[src/hw/rtl/mpmp_pkg.sv]
// Shared types, constants and helpers for the min-plus matrix power block.
package mpmp_pkg;

	localparam int ValW = 63;
	localparam int ExpBitsDefault = 60;
	localparam int CfgIdxW = 3;
	localparam int CfgDataW = 63;

	localparam logic [CfgIdxW-1:0] REG_ROW0 = 3'd0;
	localparam logic [CfgIdxW-1:0] REG_ROW1 = 3'd1;
	localparam logic [CfgIdxW-1:0] REG_ROW2 = 3'd2;
	localparam logic [CfgIdxW-1:0] REG_ROW3 = 3'd3;
	localparam logic [CfgIdxW-1:0] REG_THRESH = 3'd4;

	localparam logic [ValW-1:0] SatMax = {ValW{1'b1}};

	typedef logic [ValW-1:0] val_t;

	// Saturating add of two values below 2^63.
	function automatic val_t sat_add(input val_t a, input val_t b);
		logic [ValW:0] s;
		s = {1'b0, a} + {1'b0, b};
		return s[ValW] ? SatMax : s[ValW-1:0];
	endfunction

	// Minimum of the four sums of a row element and a column element.
	function automatic val_t min4(input val_t s0, input val_t s1, input val_t s2,
		input val_t s3);
		val_t m0;
		val_t m1;
		m0 = (s0 < s1) ? s0 : s1;
		m1 = (s2 < s3) ? s2 : s3;
		return (m0 < m1) ? m0 : m1;
	endfunction

endpackage

[src/hw/rtl/mpmp_dot.sv]
// One min-plus dot product: a row of A against a column of B, registered.
module mpmp_dot (
	input  logic                clk,
	input  mpmp_pkg::val_t      a_row [4],
	input  mpmp_pkg::val_t      b_col [4],
	output mpmp_pkg::val_t      res_q
);

	mpmp_pkg::val_t sums [4];

	always_comb begin
		for (int k = 0; k < 4; k++) begin
			sums[k] = mpmp_pkg::sat_add(a_row[k], b_col[k]);
		end
	end

	always_ff @(posedge clk) begin
		res_q <= mpmp_pkg::min4(sums[0], sums[1], sums[2], sums[3]);
	end

endmodule

[config.mk]
export PLATFORM = sky130hd
export DESIGN_NAME = mpmp_dot
export DESIGN_NICKNAME = d
export VERILOG_FILES = /design/src/hw/rtl/mpmp_pkg.sv /design/src/hw/rtl/mpmp_dot.sv
export SDC_FILE = /design/constraint.sdc
export NUM_CORES = 1
export LEC_CHECK = 0
export BUFFER_PORTS_ARGS = -buffer_cell sky130_fd_sc_hd__buf_2
export CORE_ASPECT_RATIO = 2
export CORE_MARGIN = 4
export CORE_UTILIZATION = 36
export CTS_CLUSTER_DIAMETER = 150
export CTS_CLUSTER_SIZE = 20
export DETAILED_ROUTE_END_ITERATION = 12
export PLACE_DENSITY_LB_ADDON = 0.3
export RECOVER_POWER = 100
export SYNTH_ARGS = -nofsm -noshare
export SYNTH_HDL_FRONTEND = slang
export SYNTH_SLANG_ARGS = --single-unit
[constraint.sdc]
create_clock -name clk -period 24.7 [get_ports clk]
set_input_delay 3.705 -clock clk [delete_from_list [all_inputs] [get_ports clk]]
set_output_delay 3.705 -clock clk [all_outputs]
set_load 0.1 [all_outputs]
After elaboration in Yosys (flattened, before gate mapping)
Index checks and enable logic that the tools add are counted.

word-level totals
  input bits = 505
  output and inout bits = 63
  register bits = 63
  word-level logic and storage cells = 15

operators by class
  $lt $le $gt $ge = 3
  muxes and demuxes = 7
  add/subtract/negate cells = 4

operators by type and width
  kind                         number
  2-to-1 mux 63 bit            7
  adder 63 x 63 -> 64 bit      4
  less-than comparator 63 bit  3

Logic depth before layout (Yosys ltp)
Gate-level depths: netlist (run 1).

  word-level depth = 6
  depth in mapped cells = 44
  mapped depth without buffers = 39

Worst setup path after synthesis (run 1)
No wires, ideal clock.

  path kind = in2reg
  start = input port a_row[41] in the netlist's numbering
  end = register res_q[51]
  stages = 41
  buffers on the path = 9
  library setup time = 0.123 ns
  data required time = 24.577 ns
  path slack = 12.546 ns
  arrival = 12.030 ns
  cells stage by stage = ha_1 -> clkbuf_1 -> and3_1 -> nand4_1 -> or3_1 -> o22ai_1 -> a31oi_1 -> o31ai_1 -> buf_2 -> buf_2 -> buf_1 -> clkbuf_1 -> nor2_1 -> ha_1 -> nand4_1 -> nor4_1 -> nand2_1 -> nor4_1 -> [5 not listed] -> buf_2 -> mux2i_1 -> inv_1 -> ha_1 -> a21o_1 -> a21o_1 -> a21oi_1 -> nor2_1 -> a211oi_1 -> nor2_1 -> nor2_1 -> o21ai_0 -> or4_1 -> nor3_1 -> a21o_1 -> buf_6 -> buf_6 -> mux2_1

on the way
  cells in the longest elaborated chain, start to end = 6

ends and longest elaborated chain
  item                         line            source
  start: declaration           mpmp_dot.sv:4   input mpmp_pkg::val_t a_row [4],
  adder 63 x 63 -> 64 bit (*)  mpmp_pkg.sv:22  s = {1'b0, a} + {1'b0, b};
  2-to-1 mux 63 bit (*)        mpmp_pkg.sv:23  return s[ValW] ? SatMax : s[ValW-1:0];
  less-than comparator 63 bit  mpmp_pkg.sv:32  m1 = (s2 < s3) ? s2 : s3;
  2-to-1 mux 63 bit (*)        mpmp_pkg.sv:32
  less-than comparator 63 bit  mpmp_pkg.sv:33  return (m0 < m1) ? m0 : m1;
  2-to-1 mux 63 bit (*)        mpmp_pkg.sv:33
  end signal: assignment       mpmp_dot.sv:18  res_q <= mpmp_pkg::min4(sums[0], sums[1], sums[2], sums[3]);
  end: declaration             mpmp_dot.sv:6   output mpmp_pkg::val_t res_q

Every way passes the cells marked *; elsewhere a longest branch is shown, timed or not.

Worst setup path after layout (run 1)
  start = input port a_row[126] in the netlist's numbering
  end = register res_q[62]

on the way
  cells in the longest elaborated chain, start to end = 6

ends and longest elaborated chain
  item                         line            source
  adder 63 x 63 -> 64 bit (*)  mpmp_pkg.sv:22
  2-to-1 mux 63 bit (*)        mpmp_pkg.sv:23
  less-than comparator 63 bit  mpmp_pkg.sv:31  m0 = (s0 < s1) ? s0 : s1;
  2-to-1 mux 63 bit (*)        mpmp_pkg.sv:31
  less-than comparator 63 bit  mpmp_pkg.sv:33
  2-to-1 mux 63 bit (*)        mpmp_pkg.sv:33

Marks and branches as above.

==> impl_metrics.csv, run 1 <==
group,metric,value,unit
synth,synth_edf_count,0,
status,status,"complete, but fails checks",
synth,synth-seq-cells,63,
floorplanning,core_area,63600,um^2
timing,rsz0062_at_grt,"false",
detailed_routing,avgViaCountPerCell,5.77,
cts,cts_resized,0,
detailed_routing,avgRoutedWirePerCell,21.4,um
synth,ys.flop_type,"dfxtp_1",
hold_path,hold_class,"in -> reg",
placement,dpl-instance-area,26500,um^2
power,p_clk_share,6.1,%
detailed_routing,firstDrtPassIters,5,
timing,period_needed,18.04,ns
flow_run,cap_violations,1,
global_routing,grt_use_met3,3.48,%
synth,syn_nets,4221,
layout,area_growth,15.7,%
global_routing,use_met2,52.0,%
layout,largest_register_ffs,63,
synth,ys_warn_count,0,
synth,ys_types,83,
critical_path,critPathKind,"in -> reg",
cts,post_cts_buffers,0,
floorplanning,num_rows,131,
cts,clk_pin_slew,0.06,ns
power,power_density,76.6,nW/um^2
detailed_routing,drc,0,
layout,fin_util,41.9,%
detailed_routing,vias,26200,
cts,hold_buffers,0,
layout,design_area,26700,um^2
synth,synth_top_area_share,23.7,%
layout,drive_above_1_share,15.6,%
timing,maxSlewViolCount,74,
critical_path,worstPathArrival,18.28,ns
synth,synthArstFlopShare,0,%
floorplanning,io-pin-count,568,
timing,fmax,55.4,MHz
critical_path,worst-endpoint-required,24.94,ns
global_routing,grt_pass1_wl,146,mm
placement,place_congestion,0.979,
critical_path,max_stage_delay,2.04,ns
cts,root_buffer,"clkbuf_16",
power,p_sw_share,60.8,%
global_routing,grt_max_degree,74,
power,p_seq_share,9.0,%
floorplanning,die_area,68400,um^2
layout,top_register,"res_q",
synth,netlist_instances,3275,
cts,cts_buffer_depth,2,
placement,placed_cells,4519,
floorplanning,die_height,366,um
power,max-vdd-ir-drop,0.0000640,V
timing,hold_viol,0,
critical_path,startpoint_type,"input port",
status,violations,"capacitance limit, slew limit",
global_routing,grt.total_usage,26.7,%
layout,instances_no_fill,4540,
critical_path,cp_slowest_cell,"clkbuf_1",
cts,cts_buffers,9,
timing,fin_crit_sh,73.0,%
floorplanning,start_util,36.3,%
layout,nets,4678,
power,combPwrFrac,84.9,%
layout,reg_top3,"res_q x63",
synth,ys_seq_area_share,5.47,%
global_routing,met1_usage,28.0,%
layout,fill_cells,6961,
critical_path,crit_end,"res_q[62]",
global_routing,busiest_layer,"met2",
synth,syn_area,23100,um^2
detailed_routing,antenna_left,0,
timing,fin_setup_tns,0,ns
synth,synth_area_per_cell,7.04,um^2
critical_path,setup.worst_path.start,"a_row[126]",
timing,setup_violations,0,
cts,ctsHtreeMaxLevel,3,
timing,max_slew.worst_pin.slew,2.80,ns
placement,port_buffers,567,
timing,slew_headroom,-86.8,%
placement,dp_hpwl,85.4,mm
cts,clock-sinks,63,
critical_path,cp-end-kind,"flop",
floorplanning,die_x,187,um
power,leakage,13.5,nW
power,p_switching,1.24,mW
cts,tritoncts,"yes",
global_routing,grt_pass1_vias,26500,
timing,holdWs,4.05,ns
synth,synth_top_cells_by_area,"ha_1 (24%), a21o_1 (7.8%), a21oi_1 (7.6%), dfxtp_1 (5.5%), nor2_1 (5.3%)",
global_routing,grt_antenna_before_repair,15,
critical_path,worstPathMaxFanout,73,
detailed_routing,drt_iter0_drc,1588,
power,p_int,0.800,mW
synth,synth_top_area_cell,"ha_1",
critical_path,crit_top_cell,"o21ai_0",
global_routing,grt-ovfl-total,0,
detailed_routing,wl,97.0,mm
## worst min-delay path by stage
stage               start        end  slack (ns)  cells after the start
5_1_grt        b_col[196]   res_q[7]        4.10                      6
3_5_place_dp    res_q[10]  res_q[10]        4.26                      1
3_3_place_gp    res_q[10]  res_q[10]        4.26                      1
6_report       b_col[196]   res_q[7]        4.05                      6
2_1_floorplan    b_col[0]   res_q[0]        4.18                      4
4_1_cts        b_col[196]   res_q[7]        4.03                      6
## synth_stat cells (all sizes together), types with 7 or more instances
| cell type | number |
|---|---|
| a2111oi | 12 |
| a211o | 11 |
| a211oi | 29 |
| a21boi | 11 |
| a21o | 240 |
| a21oi | 353 |
| a221o | 9 |
| a221oi | 7 |
| a311oi | 7 |
| a31o | 11 |
| a31oi | 37 |
| a41oi | 8 |
| and2 | 18 |
| and3 | 33 |
| and4 | 9 |
| buf | 20 |
| clkbuf | 115 |
| dfxtp | 63 |
| ha | 437 |
| inv | 162 |
| mux2 | 44 |
| mux2i | 53 |
| nand2 | 276 |
| nand2b | 66 |
| nand3 | 50 |
| nand4 | 91 |
| nor2 | 328 |
| nor2b | 34 |
| nor3 | 57 |
| nor4 | 17 |
| o2111ai | 8 |
| o211ai | 25 |
| o21a | 38 |
| o21ai | 196 |
| o21bai | 39 |
| o22ai | 9 |
| o31a | 8 |
| o31ai | 15 |
| or2 | 14 |
| or3 | 24 |
| xnor2 | 138 |
| xor2 | 88 |
## power groups by stage
stage               logic [mW]  clock network [mW]  registers (mW)
global placement          1.74                   0           0.186
floorplan                 1.01                   0           0.490
CTS                       1.76               0.129           0.182
finish                    1.74               0.124           0.183
global route              1.91               0.131           0.186
detailed placement        1.75                   0           0.183
## layout by cell type, fill, tap and decap left out, types with 11 or more instances in the layout
master / count
clkbuf_1: 66
a211oi_1: 28
a31oi_1: 37
xnor2_1: 138
nor2_1: 326
nor2b_1: 34
buf_4: 13
nand2_1: 276
or2_2: 13
a21oi_1: 351
nor3_1: 57
ha_1: 437
o21ai_1: 17
o21ai_0: 179
mux2i_1: 53
nor4_1: 17
inv_1: 161
o211ai_1: 24
o31ai_1: 13
nand3_1: 50
nand4_1: 91
a211o_1: 11
a31o_2: 11
dfxtp_1: 63
or3_1: 24
mux2_1: 36
and3_1: 33
buf_2: 504
o21a_1: 38
nand2b_1: 66
xor2_1: 88
o21bai_1: 39
a21o_1: 239
and2_1: 18
## per-layer routing
layer / part of all wire [%] / vias to the layer above
li1: - / 13000
met1: 37 / 12100
met2: 52 / 946
met3: 5.1 / 193
met4: 5.5 / 6
met5: 0.045 / -
## critical path, delay by kind of cell
kind                     cells  cell delay (ns)
AO/OA/AOI/OAI               18             5.88
XOR/XNOR                     1             0.30
adder cells (fa/ha/maj)      4             1.32
buffers and inverters        4             2.93
multiplexers                 1             0.40
AND/OR/NAND/NOR             12             3.59
## area by class of cell
class                      instances  area, um^2  area share (%)
multi-input combinational       2915       20700            77.4
timing repair buffer             581        2860            10.7
sequential                        63        1260            4.73
tap                              798         998            3.74
inverter                         162         608            2.28
clock buffer                      13         260           0.976
clock inverter                     3        17.5          0.0657
antenna                            5        12.5          0.0469
## kinds of logic (layout without fill, tap and decap cells)
kind of cell | after synthesis | in the layout | synth area share (%)
AND/OR/NAND/NOR | 1033 | 1033 | 21.1
flip-flops | 63 | 63 | 5.47
AO/OA/AOI/OAI | 1118 | 1118 | 31.2
multiplexers | 97 | 97 | 4.45
XOR/XNOR | 226 | 226 | 8.58
other | 0 | 5 | 0
buffers and inverters | 297 | 759 | 5.07
adder cells (fa/ha/maj) | 441 | 441 | 24.1
## per-stage QoR
step | setup WS (ns) | power, mW
5_1_grt | 5.60 | 2.22
3_5_place_dp | 8.99 | 1.93
4_1_cts | 9.34 | 2.07
2_1_floorplan | 12.55 | 1.50
3_3_place_gp | 9.06 | 1.92
6_report | 6.66 | 2.04
Power figures use the tool's default switching activity.
==> run 2: changes to the inputs <==
==> constraint.sdc (replaced) <==
create_clock -name clk -period 16.85 [get_ports clk]
set_input_delay 2.5275 -clock clk [delete_from_list [all_inputs] [get_ports clk]]
set_output_delay 2.5275 -clock clk [all_outputs]
set_load 0.1 [all_outputs]
==> impl_metrics.csv, run 2 (synthesis results as in run 1) <==
group,metric,value,unit
status,status,"complete, but fails checks",
status,violations,"capacitance limit, slew limit",
layout,area_growth,15.9,%
floorplanning,num_rows,131,
floorplanning,core_area,63600,um^2
detailed_routing,drt_iter0_drc,1464,
critical_path,max_stage_delay,1.19,ns
critical_path,worstPathArrival,14.06,ns
placement,dpl-instance-area,26500,um^2
floorplanning,die_x,187,um
cts,post_cts_buffers,0,
detailed_routing,avgRoutedWirePerCell,21.2,um
layout,fin_util,42.0,%
floorplanning,start_util,36.3,%
layout,nets,4678,
global_routing,grt_antenna_before_repair,17,
timing,max_slew.worst_pin.slew,1.50,ns
power,leakage,13.5,nW
cts,clk_pin_slew,0.06,ns
critical_path,worst-endpoint-required,17.09,ns
timing,setup_violations,0,
power,power_density,113,nW/um^2
global_routing,grt_pass1_wl,145,mm
global_routing,grt_max_degree,75,
critical_path,crit_top_cell,"o21ai_0",
critical_path,startpoint_type,"input port",
timing,slew_headroom,-0.983,%
critical_path,cp_slowest_cell,"o31ai_1",
timing,rsz0062_at_grt,"false",
placement,place_congestion,0.992,
global_routing,grt-ovfl-total,0,
layout,top_register,"res_q",
timing,fin_setup_tns,0,ns
critical_path,worstPathMaxFanout,63,
cts,cts_buffers,9,
timing,maxSlewViolCount,12,
power,max-vdd-ir-drop,0.000142,V
timing,holdWs,2.90,ns
floorplanning,die_area,68400,um^2
floorplanning,die_height,366,um
layout,final_common_cell,"buf_2",
layout,final_cell_mix,"buf_2 (504), ha_1 (437), a21oi_1 (351), nor2_1 (326), nand2_1 (276)",
detailed_routing,firstDrtPassIters,7,
hold_path,hold_class,"in -> reg",
layout,drive_above_1_share,15.7,%
cts,root_buffer,"clkbuf_16",
layout,design_area,26700,um^2
layout,multi_input_area,20700,um^2
critical_path,critPathKind,"in -> reg",
flow_run,cap_violations,1,
global_routing,grt_pass1_vias,26400,
critical_path,cp-end-kind,"flop",
layout,seqCellArea,1260,um^2
cts,cts_buffer_depth,2,
floorplanning,io-pin-count,568,
cts,hold_buffers,0,
timing,period_needed,13.82,ns
placement,dp_hpwl,84.8,mm
timing,fin_crit_sh,82.0,%
layout,reg_top3,"res_q x63",
detailed_routing,antenna_left,0,
detailed_routing,drc,0,
layout,largest_register_ffs,63,
global_routing,grt.total_usage,26.5,%
detailed_routing,avgViaCountPerCell,5.75,
detailed_routing,vias,26100,
cts,tritoncts,"yes",
cts,cts_resized,0,
cts,ctsHtreeMaxLevel,3,
timing,hold_viol,0,
detailed_routing,wl,96.4,mm
cts,clock-sinks,63,
placement,port_buffers,567,
timing,fmax,72.3,MHz
layout,fill_cells,6885,
==> run 2: stage by stage <==
| step | power, mW | cells | setup slack (ns) |
|---|---|---|---|
| 2_1_floorplan | 2.19 | 3275 | 5.87 |
| 3_3_place_gp | 2.83 | 4519 | 3.21 |
| 3_5_place_dp | 2.84 | 4519 | 3.16 |
| 4_1_cts | 3.06 | 4534 | 3.54 |
| 5_1_grt | 3.28 | 4537 | 2.18 |
| 6_report | 3.02 | 4541 | 3.03 |
==> run 2: critical path: cells and delay by family <==
kind,cells,cell delay [ns]
AOI/OAI and AO/OA,20,6.52
adders and majority gates,4,1.32
and+or+nand+nor,12,2.44
buffers and inverters,3,0.49
xor gates and xnor gates,1,0.27
muxes,1,0.38
==> run 2: worst paths after layout <==
check,from,to,cells past startpoint
max,a_row[126],res_q[62],41
min,b_col[196],res_q[7],6
==> run 2: where the power goes <==
group / switching [mW] / internal, mW / leakage (nW) / total, mW
combinational: 1.70 / 0.847 / 12.9 / 2.55
sequential: 0.0487 / 0.225 / 0.528 / 0.274
clock: 0.0746 / 0.128 / 0.151 / 0.203
==> run 2: area by class of cell <==
type / count / area share, %
multi-input cells: 2915 / 77.3
repair buffers: 581 / 10.8
flip-flops and latches: 63 / 4.72
well taps: 798 / 3.74
inverters: 162 / 2.27
clock buffers: 9 / 0.843
clock inverters: 6 / 0.323
diodes: 7 / 0.0655
==> run 2: routing by layer <==
layer | global-route usage, % | routed length, um
met1 | 27.7 | 35900
met2 | 50.8 | 49700
met3 | 3.37 | 4870
met4 | 13.9 | 5790
met5 | 0 | 58
